<file path="config.mk">
export PLATFORM = sky130hd
export DESIGN_NAME = positional_list_insert_delete_top
export DESIGN_NICKNAME = d
export VERILOG_FILES = /design/src/rtl/plid_pkg.sv /design/src/rtl/plid_cell.sv /design/src/rtl/plid_ctrl.sv /design/src/rtl/positional_list_insert_delete_top.sv
export SDC_FILE = /design/constraint.sdc
export NUM_CORES = 2
export LEC_CHECK = 0
export ABC_AREA = 1
export BUFFER_PORTS_ARGS = -buffer_cell sky130_fd_sc_hd__buf_2
export CAP_MARGIN = 20
export CORE_UTILIZATION = 45
export CTS_CLUSTER_SIZE = 8
export DETAILED_ROUTE_END_ITERATION = 12
export PLACE_DENSITY = 0.63
export SYNTH_ARGS = -nofsm -noshare
export SYNTH_HDL_FRONTEND = slang
export SYNTH_SLANG_ARGS = --single-unit
export TNS_END_PERCENT = 30
</file>
<file path="constraint.sdc">
create_clock -name i_clk -period 5.6 [get_ports i_clk]
set_clock_uncertainty 0.05 [all_clocks]
set_input_delay 1.12 -clock i_clk [delete_from_list [all_inputs] [get_ports i_clk]]
set_output_delay 1.12 -clock i_clk [all_outputs]
set_load 0.02 [all_outputs]
</file>
<file path="src/rtl/plid_pkg.sv">
package plid_pkg;

    localparam int DEPTH_DEFAULT = 16;
    localparam int CNT_W         = 7;
    localparam int DATA_W        = 32;

    typedef enum logic [2:0] {
        K_INS_FRONT = 3'd0,
        K_INS_END   = 3'd1,
        K_INS_POS   = 3'd2,
        K_DEL_FIRST = 3'd3,
        K_DEL_LAST  = 3'd4,
        K_DEL_POS   = 3'd5,
        K_DUMP      = 3'd6
    } t_kind;

    typedef enum logic [1:0] {
        ST_OK    = 2'd0,
        ST_BOUND = 2'd1,
        ST_EMPTY = 2'd2,
        ST_FULL  = 2'd3
    } t_status;

    typedef enum logic [1:0] {
        CELL_HOLD,
        CELL_INS,
        CELL_DEL,
        CELL_ROT
    } t_cell_op;

    typedef enum logic {
        S_IDLE,
        S_DUMP
    } t_state;

    typedef struct packed {
        t_kind               kind;
        logic [6:0]          position;
        logic signed [31:0]  value;
    } t_req;

    typedef struct packed {
        t_status             status;
        logic signed [31:0]  element;
        logic [6:0]          length;
        logic                last_result;
    } t_resp;

    // broadcast to every cell of the chain
    typedef struct packed {
        t_cell_op            op;
        logic [CNT_W-1:0]    slot;
        logic [CNT_W-1:0]    tail;
        logic [DATA_W-1:0]   value;
    } t_cell_cmd;

endpackage

</file>
<file path="src/rtl/plid_cell.sv">
module plid_cell #(
    parameter int IDX = 0
) (
    input  logic                        i_clk,
    input  plid_pkg::t_cell_cmd         i_cmd,
    input  logic [plid_pkg::DATA_W-1:0] i_left,
    input  logic [plid_pkg::DATA_W-1:0] i_right,
    input  logic [plid_pkg::DATA_W-1:0] i_wrap,
    output logic [plid_pkg::DATA_W-1:0] o_data
);

    localparam logic [plid_pkg::CNT_W-1:0] MY_IDX = plid_pkg::CNT_W'(IDX);

    logic [plid_pkg::DATA_W-1:0] r_data;
    logic [plid_pkg::DATA_W-1:0] n_data;

    always_comb begin
        n_data = r_data;
        unique case (i_cmd.op)
            plid_pkg::CELL_INS: begin
                if (MY_IDX > i_cmd.slot) begin
                    n_data = i_left;
                end else if (MY_IDX == i_cmd.slot) begin
                    n_data = i_cmd.value;
                end
            end
            plid_pkg::CELL_DEL: begin
                if (MY_IDX >= i_cmd.slot) begin
                    n_data = i_right;
                end
            end
            plid_pkg::CELL_ROT: begin
                // rotate the occupied part left; the tail picks up the head
                if (MY_IDX < i_cmd.tail) begin
                    n_data = i_right;
                end else if (MY_IDX == i_cmd.tail) begin
                    n_data = i_wrap;
                end
            end
            default: n_data = r_data;
        endcase
    end

    always_ff @(posedge i_clk) begin
        r_data <= n_data;
    end

    assign o_data = r_data;

endmodule

</file>
<file path="src/rtl/plid_ctrl.sv">
module plid_ctrl #(
    parameter int DEPTH = plid_pkg::DEPTH_DEFAULT
) (
    input  logic                        i_clk,
    input  logic                        i_rst_n,
    input  logic                        i_start,
    input  plid_pkg::t_req              i_req,
    input  logic [plid_pkg::DATA_W-1:0] i_head,
    output logic                        o_busy,
    output plid_pkg::t_cell_cmd         o_cmd,
    output logic                        o_strobe,
    output plid_pkg::t_resp             o_resp
);

    localparam logic [plid_pkg::CNT_W-1:0] FULL_CNT = plid_pkg::CNT_W'(DEPTH);

    plid_pkg::t_state             r_state, n_state;
    logic [plid_pkg::CNT_W-1:0]   r_count, n_count;
    logic [plid_pkg::CNT_W-1:0]   r_idx, n_idx;
    logic                         r_strobe, n_strobe;
    plid_pkg::t_resp              r_resp, n_resp;

    logic                         w_accept;
    logic [plid_pkg::CNT_W:0]     w_pos_ext;
    logic [plid_pkg::CNT_W:0]     w_cnt_p1;

    assign w_accept  = i_start && (r_state == plid_pkg::S_IDLE);
    assign w_pos_ext = {1'b0, i_req.position};
    assign w_cnt_p1  = {1'b0, r_count} + {{plid_pkg::CNT_W{1'b0}}, 1'b1};

    always_comb begin
        n_state  = r_state;
        n_count  = r_count;
        n_idx    = r_idx;
        n_strobe = 1'b0;
        n_resp   = r_resp;
        o_cmd.op    = plid_pkg::CELL_HOLD;
        o_cmd.slot  = '0;
        o_cmd.tail  = r_count - plid_pkg::CNT_W'(1);
        o_cmd.value = i_req.value;

        unique case (r_state)
            plid_pkg::S_IDLE: begin
                if (w_accept) begin
                    n_strobe           = 1'b1;
                    n_resp.status      = plid_pkg::ST_OK;
                    n_resp.element     = '0;
                    n_resp.last_result = 1'b1;
                    case (i_req.kind)
                        plid_pkg::K_INS_FRONT, plid_pkg::K_INS_END,
                        plid_pkg::K_INS_POS: begin
                            if (r_count >= FULL_CNT) begin
                                n_resp.status = plid_pkg::ST_FULL;
                            end else if (i_req.kind == plid_pkg::K_INS_FRONT) begin
                                o_cmd.op = plid_pkg::CELL_INS;
                            end else if (i_req.kind == plid_pkg::K_INS_END) begin
                                o_cmd.op   = plid_pkg::CELL_INS;
                                o_cmd.slot = r_count;
                            end else if (i_req.position == '0 || w_pos_ext > w_cnt_p1) begin
                                n_resp.status = plid_pkg::ST_BOUND;
                            end else begin
                                o_cmd.op   = plid_pkg::CELL_INS;
                                o_cmd.slot = i_req.position - plid_pkg::CNT_W'(1);
                            end
                            if (o_cmd.op == plid_pkg::CELL_INS) begin
                                n_count = r_count + plid_pkg::CNT_W'(1);
                            end
                        end
                        plid_pkg::K_DEL_FIRST, plid_pkg::K_DEL_LAST,
                        plid_pkg::K_DEL_POS: begin
                            if (r_count == '0) begin
                                n_resp.status = plid_pkg::ST_EMPTY;
                            end else if (i_req.kind == plid_pkg::K_DEL_FIRST) begin
                                o_cmd.op = plid_pkg::CELL_DEL;
                            end else if (i_req.kind == plid_pkg::K_DEL_LAST) begin
                                o_cmd.op   = plid_pkg::CELL_DEL;
                                o_cmd.slot = r_count - plid_pkg::CNT_W'(1);
                            end else if (i_req.position == '0 || i_req.position > r_count) begin
                                n_resp.status = plid_pkg::ST_BOUND;
                            end else begin
                                o_cmd.op   = plid_pkg::CELL_DEL;
                                o_cmd.slot = i_req.position - plid_pkg::CNT_W'(1);
                            end
                            if (o_cmd.op == plid_pkg::CELL_DEL) begin
                                n_count = r_count - plid_pkg::CNT_W'(1);
                            end
                        end
                        plid_pkg::K_DUMP: begin
                            if (r_count == '0) begin
                                n_resp.status = plid_pkg::ST_EMPTY;
                            end else begin
                                // results come from the dump state instead
                                n_strobe = 1'b0;
                                n_state  = plid_pkg::S_DUMP;
                                n_idx    = '0;
                            end
                        end
                        default: ;
                    endcase
                    n_resp.length = n_count;
                end
            end
            plid_pkg::S_DUMP: begin
                o_cmd.op           = plid_pkg::CELL_ROT;
                n_strobe           = 1'b1;
                n_resp.status      = plid_pkg::ST_OK;
                n_resp.element     = i_head;
                n_resp.length      = r_count;
                n_resp.last_result = (r_idx == o_cmd.tail);
                n_idx              = r_idx + plid_pkg::CNT_W'(1);
                if (r_idx == o_cmd.tail) begin
                    n_state = plid_pkg::S_IDLE;
                end
            end
            default: n_state = plid_pkg::S_IDLE;
        endcase
    end

    always_ff @(posedge i_clk) begin
        if (!i_rst_n) begin
            r_state  <= plid_pkg::S_IDLE;
            r_count  <= '0;
            r_idx    <= '0;
            r_strobe <= 1'b0;
        end else begin
            r_state  <= n_state;
            r_count  <= n_count;
            r_idx    <= n_idx;
            r_strobe <= n_strobe;
        end
    end

    always_ff @(posedge i_clk) begin
        r_resp <= n_resp;
    end

    assign o_busy   = (r_state == plid_pkg::S_DUMP);
    assign o_strobe = r_strobe;
    assign o_resp   = r_resp;

endmodule

</file>
<file path="src/rtl/positional_list_insert_delete_top.sv">
// Channel   Signals                      Accepted when
// request   start, busy, i_req           rising edge with start high and busy low
// result    o_strobe, o_resp             every cycle o_strobe is high (no stall)
//
// Each cell of the chain holds one list entry; insert and delete shift every
// entry behind the slot together, and the result of such a request shows in the
// cycle after its acceptance.
// A dump moves the controller from idle to its dump state, in which the
// occupied cells rotate left once a cycle and the head cell feeds one result
// per cycle until every entry has been given; busy is high in the dump state,
// and the first result passes the state register and then the result registers.
// Reset clears the fill count and the controller; entry contents are not reset.
// The receiver cannot stall: results are registered and never held.
module positional_list_insert_delete_top #(
    parameter int DEPTH = plid_pkg::DEPTH_DEFAULT
) (
    input  logic            i_clk,
    input  logic            i_rst_n,
    input  logic            start,
    input  plid_pkg::t_req  i_req,
    output logic            busy,
    output logic            o_strobe,
    output plid_pkg::t_resp o_resp
);

    plid_pkg::t_cell_cmd         w_cmd;
    logic [plid_pkg::DATA_W-1:0] w_data [DEPTH];

    plid_ctrl #(
        .DEPTH (DEPTH)
    ) u_ctrl (
        .i_clk    (i_clk),
        .i_rst_n  (i_rst_n),
        .i_start  (start),
        .i_req    (i_req),
        .i_head   (w_data[0]),
        .o_busy   (busy),
        .o_cmd    (w_cmd),
        .o_strobe (o_strobe),
        .o_resp   (o_resp)
    );

    for (genvar g = 0; g < DEPTH; g++) begin : g_cell
        logic [plid_pkg::DATA_W-1:0] w_left;
        logic [plid_pkg::DATA_W-1:0] w_right;
        if (g == 0) begin : g_first
            assign w_left = '0;
        end else begin : g_mid_l
            assign w_left = w_data[g-1];
        end
        if (g == DEPTH - 1) begin : g_last
            assign w_right = '0;
        end else begin : g_mid_r
            assign w_right = w_data[g+1];
        end
        plid_cell #(
            .IDX (g)
        ) u_cell (
            .i_clk   (i_clk),
            .i_cmd   (w_cmd),
            .i_left  (w_left),
            .i_right (w_right),
            .i_wrap  (w_data[0]),
            .o_data  (w_data[g])
        );
    end

    a_full_len: assert property (@(posedge i_clk) disable iff (!i_rst_n)
        (o_strobe && o_resp.status == plid_pkg::ST_FULL)
            |-> (o_resp.length == plid_pkg::CNT_W'(DEPTH)))
        else $error("full status with length below depth");

    a_single_result: assert property (@(posedge i_clk) disable iff (!i_rst_n)
        (start && !busy && i_req.kind != plid_pkg::K_DUMP)
            |=> (o_strobe && o_resp.last_result))
        else $error("non-dump request did not give a single final result");

    a_dump_cont: assert property (@(posedge i_clk) disable iff (!i_rst_n)
        (o_strobe && !o_resp.last_result) |-> busy)
        else $error("dump result pending but controller not busy");

    a_empty_len: assert property (@(posedge i_clk) disable iff (!i_rst_n)
        (o_strobe && o_resp.status == plid_pkg::ST_EMPTY) |-> (o_resp.length == '0))
        else $error("empty status with nonzero length");

endmodule

</file>
# Word level (Yosys, flattened, before mapping)
# Index checks and enable logic that the tools add are counted.
# word_totals
regBits	570
output_inout_bits	44
inputBits	45
word_cells	345
# classes
eq_ne	93
magnitude_cmp	51
n_addsub	5
n_reduce_logical	28
n_bitwise	1
muxes	143
# op_table
cell	n
32-bit 2-to-1 mux	79
32-bit one-hot mux with 3 select lines	16
4-bit by 7-bit == test with 1-bit output, first input constant	16
9-bit 2-to-1 mux	12
3-bit by 1-bit != test with 1-bit output, second input constant	31
42-bit one-hot mux with 2 select lines	1
4-bit AND reduction	16
3-bit by 7-bit == test with 1-bit output, first input constant	8
4-bit by 7-bit greater-or-equal comparator with 1-bit output, first input constant	8
4-bit by 7-bit greater-than comparator with 1-bit output, first input constant	8
4-bit by 7-bit less-than comparator with 1-bit output, first input constant	8
7-bit 2-to-1 mux	8
42-bit 2-to-1 mux	1
2-bit by 1-bit != test with 1-bit output, second input constant	18
2-bit by 7-bit == test with 1-bit output, first input constant	4
3-bit by 7-bit greater-or-equal comparator with 1-bit output, first input constant	4
3-bit by 7-bit greater-than comparator with 1-bit output, first input constant	4
3-bit by 7-bit less-than comparator with 1-bit output, first input constant	4
7-bit one-hot mux with 2 select lines	2
7-bit logical NOT	3
9-bit one-hot mux with 2 select lines	1
7-bit by 1-bit adder with 7-bit output, second input constant	2
1-bit by 7-bit == test with 1-bit output, first input constant	2
1-bit by 7-bit greater-or-equal comparator with 1-bit output, first input constant	2
other kinds (31)	63

# Depth between registers and ports, before layout
# depth
depth_word	17
mapped_depth	27
ltp_nobuf	25

# Cells and area by module
# A second synthesis with hierarchy kept.
# unflattened
cells_unflattened	7030
area_unflattened_um2	48101.1
# modules_own_cells
module	seq_area_each_um2	n_inst	area_each_um2	cells_per_inst
plid_ctrl	1581.5	1	4100.2	522
plid_cell (g_cell[5].u_cell)	960.9	1	3100.5	494
plid_cell (g_cell[13].u_cell)	960.9	1	2979.1	491
plid_cell (g_cell[10].u_cell)	960.9	1	2936.6	339
plid_cell (g_cell[3].u_cell)	960.9	1	2920.3	438
plid_cell (g_cell[9].u_cell)	960.9	1	2854.0	458
plid_cell (g_cell[15].u_cell)	960.9	1	2806.4	439
plid_cell (g_cell[11].u_cell)	960.9	1	2795.2	421
plid_cell (g_cell[12].u_cell)	960.9	1	2771.4	413
plid_cell (g_cell[7].u_cell)	960.9	1	2756.4	433
plid_cell (g_cell[6].u_cell)	960.9	1	2701.3	398
plid_cell (g_cell[2].u_cell)	960.9	1	2651.3	380
plid_cell (g_cell[14].u_cell)	960.9	1	2650.0	395
plid_cell (g_cell[4].u_cell)	960.9	1	2626.3	393
+4 rows	n/a	n/a	n/a	n/a

# Least setup slack after synthesis
# Ideal clock, no wire load.
# synth_timing
path_type	input to register
start	input port i_req[32] (netlist bit)
end	register g_cell[14].u_cell.r_data, in the netlist g_cell[14].u_cell.o_data[0] (enable)
path_buffers	2
t_required_ns	5.080
path_slack_ns	-0.094
path_stages	16
setup_ns	0.470
t_arrival_ns	5.174
cell_sequence	inv_1 > ha_1 > nand3_1 > xor2_1 > or2_1 > nand2_1 > nor2_1 > inv_1 > nand2_1 > nand2_1 > nand3_1 > buf_4 > inv_2 > nand2_2 > buf_4 > a211oi_1
# synth_between
elab_chain_len	15
word_cells_on_any_way	37
classes_between	add/sub: 1; order compare: 4; eq/ne: 7; mux: 20; reduce/logical: 5
# synth_rtl
item	line	source
from (decl)	positional_list_insert_delete_top.sv:20	input plid_pkg::t_req i_req,
7-bit by 8-bit greater-than comparator with 1-bit output, or another cell as far along	plid_ctrl.sv:59	end else if (i_req.position == '0 || w_pos_ext > w_cnt_p1) begin
1-bit logical OR, on equally long branches	plid_ctrl.sv:59, plid_ctrl.sv:78	
8-bit 2-to-1 mux or 9-bit 2-to-1 mux (tied branches)	plid_ctrl.sv:59, plid_ctrl.sv:78	
9-bit 2-to-1 mux, on equally long branches	plid_ctrl.sv:56, plid_ctrl.sv:75	
7-bit 2-to-1 mux, or another cell as far along	plid_ctrl.sv:54	end else if (i_req.kind == plid_pkg::K_INS_FRONT) begin
9-bit 2-to-1 mux, on equally long branches	plid_ctrl.sv:52, plid_ctrl.sv:71	
9-bit 2-to-1 mux	plid_ctrl.sv:49	case (i_req.kind)
9-bit 2-to-1 mux	plid_ctrl.sv:44	if (w_accept) begin
9-bit 2-to-1 mux	plid_ctrl.sv:42	unique case (r_state)
9-bit one-hot mux with 2 select lines (*)	plid_ctrl.sv:49	
9-bit 2-to-1 mux (*)	plid_ctrl.sv:44	
7-bit 2-to-1 mux or 2-bit one-hot mux with 2 select lines (tied branches)	plid_ctrl.sv:42	
4-bit by 7-bit greater-than comparator with 1-bit output, or another cell as far along	plid_cell.sv:21	if (MY_IDX > i_cmd.slot) begin
3-bit by 1-bit != test with 1-bit output (no line), or another cell as far along	n/a	
4-bit AND reduction (no line) (*)	n/a	
to (signal assigned)	plid_cell.sv:45	r_data <= n_data;
to (decl)	plid_cell.sv:14	logic [plid_pkg::DATA_W-1:0] r_data;
# Mark *: on every way between the ends. The rest lies on a longest branch, timed or not. The select of a mux whose other input is x is not followed.
# A chain may end at the register's enable or synchronous reset.

# Worst setup path after layout
# layout_timing
start	register u_ctrl.r_count[0] (netlist bit)
end	register g_cell[6].u_cell.r_data, in the netlist g_cell[6].u_cell.o_data[21] (enable)
# layout_between
elab_chain_len	16
word_cells_on_any_way	41
classes_between	add/sub: 2; order compare: 6; eq/ne: 8; mux: 20; reduce/logical: 5
# layout_rtl
item	line	source
from (decl)	plid_ctrl.sv:18	logic [plid_pkg::CNT_W-1:0] r_count, n_count;
from (signal assigned)	plid_ctrl.sv:127	r_count <= n_count;
7-bit by 1-bit adder with 8-bit output	plid_ctrl.sv:29	assign w_cnt_p1 = {1'b0, r_count} + {{plid_pkg::CNT_W{1'b0}}, 1'b1};
7-bit by 8-bit greater-than comparator with 1-bit output	plid_ctrl.sv:59	
1-bit logical OR	plid_ctrl.sv:59	
8-bit 2-to-1 mux	plid_ctrl.sv:59	
9-bit 2-to-1 mux	plid_ctrl.sv:56	end else if (i_req.kind == plid_pkg::K_INS_END) begin
7-bit 2-to-1 mux or 2-bit 2-to-1 mux (tied branches)	plid_ctrl.sv:54	
9-bit 2-to-1 mux	plid_ctrl.sv:52	if (r_count >= FULL_CNT) begin
9-bit 2-to-1 mux	plid_ctrl.sv:49	
9-bit 2-to-1 mux	plid_ctrl.sv:44	
9-bit 2-to-1 mux	plid_ctrl.sv:42	
9-bit one-hot mux with 2 select lines	plid_ctrl.sv:49	
9-bit 2-to-1 mux	plid_ctrl.sv:44	
7-bit 2-to-1 mux or 2-bit one-hot mux with 2 select lines (tied branches)	plid_ctrl.sv:42	
3-bit by 7-bit greater-than comparator with 1-bit output, or another cell as far along	plid_cell.sv:21	
3-bit by 1-bit != test with 1-bit output (no line), or another cell as far along	n/a	
4-bit AND reduction (no line) (*)	n/a	
to (signal assigned)	plid_cell.sv:45	
to (decl)	plid_cell.sv:14	
# Marked as above.

==> flow_summary_export.csv <==
group,metric,value,unit
clocking,cts_resized,0,
timing,maxSlewViolCount,0,
global_route,grt_pass1_vias,31800,
route,firstDrtPassIters,7,
route,dr_wl_met3,22.3,mm
clocking,clockRootBuffer,"clkbuf_16",
place,post-dp-hpwl,85.4,mm
global_route,grt_pass1_wl,211,mm
logic_synthesis,async_reset_ff_share,0,%
timing,finalCritPeriodShare,93.0,%
worst_setup_path,cp_cell_sequence,"ha_1 -> nand2_1 -> o21ai_0 -> o21a_1 -> inv_1 -> ha_1 -> nand3_1 -> a21oi_1 -> nand2_1 -> nand2_2 -> nand2_1 -> a21oi_1 -> nand2_1 -> inv_2 -> nand2_1 -> nand3_1 -> inv_2 -> nor2_1 -> inv_1 -> a21oi_4 -> buf_4",
clocking,htreeDepth,3,
route,ant_nets,0,
finish,syn2layout_area_growth,10.5,%
logic_synthesis,postSynthAreaPerCell,7.91,sq um
global_route,overflow,0,
route,drt-initial-drc-count,5189,
power_and_ir_drop,netSwitchingFraction,36.8,%
timing,setup_violations,0,
finish,mostFrequentLayoutCells,"nand2_1, inv_1, edfxtp_1",
place,dp.cells,5413,
route,m1WireLength,53.4,mm
clocking,clk_latency,0.64,ns
logic_synthesis,synth_edf_count,554,
route,drcViolationCount,0,
power_and_ir_drop,clkPwrFrac,29.6,%
clocking,cts_sinks,570,
die,die_w,283,um
die,core_area,77700,sq um
finish,layout_commonest_cell,"nand2_1",
clocking,holdBufCountCts,0,
logic_synthesis,synth_flop_cell,"edfxtp_1",
die,row_count,102,
logic_synthesis,yosysSeqAreaShare,47.8,%
run_status,outcome,"completed",
finish,layout-drive-gt1-share,8.48,%
route,top_layer,"met5",
worst_setup_path,critPathTopFamily,"compound AO/OA/AOI/OAI gates",
clocking,cts_tree,"built",
power_and_ir_drop,ir_drop,0.000208,V
timing,finalCriticalPeriod,5.21,ns
logic_synthesis,yosys_warnings,0,
clocking,cts_setup_buffers,0,
power_and_ir_drop,power_leakage,0.0172,uW
route,vias,34200,
power_and_ir_drop,power_frac_seq,39.2,%
place,place_area,37000,sq um
worst_setup_path,crit_fanout,18,
power_and_ir_drop,pwr-share-comb,31.1,%
die,ios,89,
finish,finalNonFillerCells,5515,
global_route,antenna_found_initial,20,
global_route,grt_max_degree,102,
timing,hold_viol_final,0,
power_and_ir_drop,switchingPower,5630,uW
worst_setup_path,crit_type,"reg -> reg",
flow_run,drv_cap,0,
timing,fin_ws,0.390,ns
worst_setup_path,crit_path_frequent_cell,"nand2_1",
power_and_ir_drop,power_density,390,nW/um^2
die,die-height,283,um
logic_synthesis,syn_area,35500,sq um
die,start_util,45.7,%
worst_setup_path,crit_path_top_delay_cell,"a21oi_4",
logic_synthesis,synthCells,4487,
die,die_area,80000,sq um
route,wl_met2,60.8,mm
worst_setup_path,worst_ep_arrival_time,5.43,ns
finish,finalNetCount,4523,
finish,stdcell_area,39200,sq um
power_and_ir_drop,intPower,9670,uW
place,gp_congestion,0.943,
place,place_ws,0.512,ns
clocking,cts_max_path_buffers,3,
route,via_per_inst,6.19,
clocking,clk_pin_slew,0.06,ns
clocking,cts-buffers-inserted,81,
logic_synthesis,ys_ff_latch,570,
power_and_ir_drop,p_total,15300,uW
place,portBuffers,88,
timing,rsz0062_at_grt,"false",
worst_setup_path,crit_buf_inv,5,
worst_setup_path,max_stage_delay,0.65,ns
logic_synthesis,synth.distinct_cells,47,
worst_setup_path,start_kind,"flop",
timing,max_slew.worst_pin.slew,1.19,ns
timing,max_freq,0.192,GHz
route,wl_per_cell,26.3,um
route,wl,145,mm
timing,relSlewSlack,20.4,%
worst_setup_path,worstPathRequired,5.82,ns
global_route,gr-usage-all-layers,36.1,%
hold_path,hp-class,"reg -> reg",
worst_setup_path,crit_path_end_kind,"flop",
logic_synthesis,synth_fp_nets,4553,
-- cell families after synthesis --
family / after synthesis / synth area share [%]
AOI/OAI and AO/OA: 999 / 18.0
adders and majority gates: 21 / 0.740
buffers and inverters: 1007 / 11.6
DFF: 570 / 47.8
xor gates and xnor gates: 15 / 0.370
and+or+nand+nor: 1875 / 21.5
-- path summary, 6_finish.rpt --
| check | startpoint | slack (ns) | cells past startpoint | end |
|---|---|---|---|---|
| worst max-delay path | u_ctrl.r_count[0] | 0.39 | 21 | g_cell[6].u_cell.o_data[21] |
| worst min-delay path | u_ctrl.r_idx[3] | 0.46 | 2 | u_ctrl.r_idx[3] |
| worst max register to register | u_ctrl.r_count[0] | 0.39 | 21 | g_cell[6].u_cell.o_data[21] |
| worst min register to register | u_ctrl.r_idx[3] | 0.46 | 2 | u_ctrl.r_idx[3] |
-- stage by stage --
step           TNS, ns  util (%)  hold WS, ns
6_report             0      50.5        0.455
5_1_grt              0      50.5        0.491
4_1_cts              0      50.4        0.448
3_5_place_dp         0      47.6        0.438
3_3_place_gp         0      47.6        0.437
2_1_floorplan    -1.48         -        0.414
-- power groups by stage --
stage	Combinational, uW	Sequential (uW)	Clock, uW
final	4760	6000	4540
after global routing	5060	6060	4690
after CTS	4550	6000	4540
after detailed placement	4530	6070	0
after global placement	4450	6050	0
after floorplan	2910	6060	0
-- area by class of cell --
type	count	area, sq um
Clock inverter	5	80.1
Antenna cell	7	17.5
Multi-Input combinational cell	2910	14600
Timing Repair Buffer	202	1520
Sequential cell	570	17000
Clock buffer	89	2100
Fill cell	7421	38500
Inverter	692	2610
Tap cell	1040	1300
-- worst reg2reg max path, cell delays in order, from the launching register on --
cell and delay (ns):
dfxtp_1 0.47, ha_1 0.43, nand2_1 0.15, o21ai_0 0.17, o21a_1 0.16, inv_1 0.05, ha_1 0.26, nand3_1 0.07
a21oi_1 0.15, nand2_1 0.08, nand2_2 0.16, nand2_1 0.09, a21oi_1 0.21, nand2_1 0.15, inv_2 0.11, nand2_1 0.05
nand3_1 0.25, inv_2 0.22, nor2_1 0.18, inv_1 0.16, a21oi_4 0.65, buf_4 0.52
-- registers in the layout (all words and copies together) (netlist names) --
name,cells
u_ctrl.r_idx,7
u_ctrl.o_busy,1
u_ctrl.o_resp,42
u_ctrl.o_strobe,1
g_cell.u_cell.o_data,512
u_ctrl.r_count,7
-- cell usage after synthesis (14+ instances only) --
cell	instances	share of area [%]
nand2_1	1103	12
inv_1	665	7.0
edfxtp_1	554	47
nand3_1	350	4.9
nor2_1	344	3.6
o22ai_1	340	6.0
o21bai_1	321	6.8
o21ai_0	245	3.5
clkbuf_1	139	1.5
buf_2	136	1.9
nor3_1	42	0.59
a21oi_1	31	0.44
o32ai_1	25	0.62
inv_2	23	0.24
ha_1	21	0.74
buf_4	16	0.34
dfxtp_1	16	0.90
xor2_1	14	0.35
-- layer usage --
metal  GRT usage (%)  up-vias
met5               0        -
met4            20.1       16
met3            11.3      581
met2            53.2     2753
met1            47.0    15900
li1                -    14900
(Power assumes the default switching activity.)
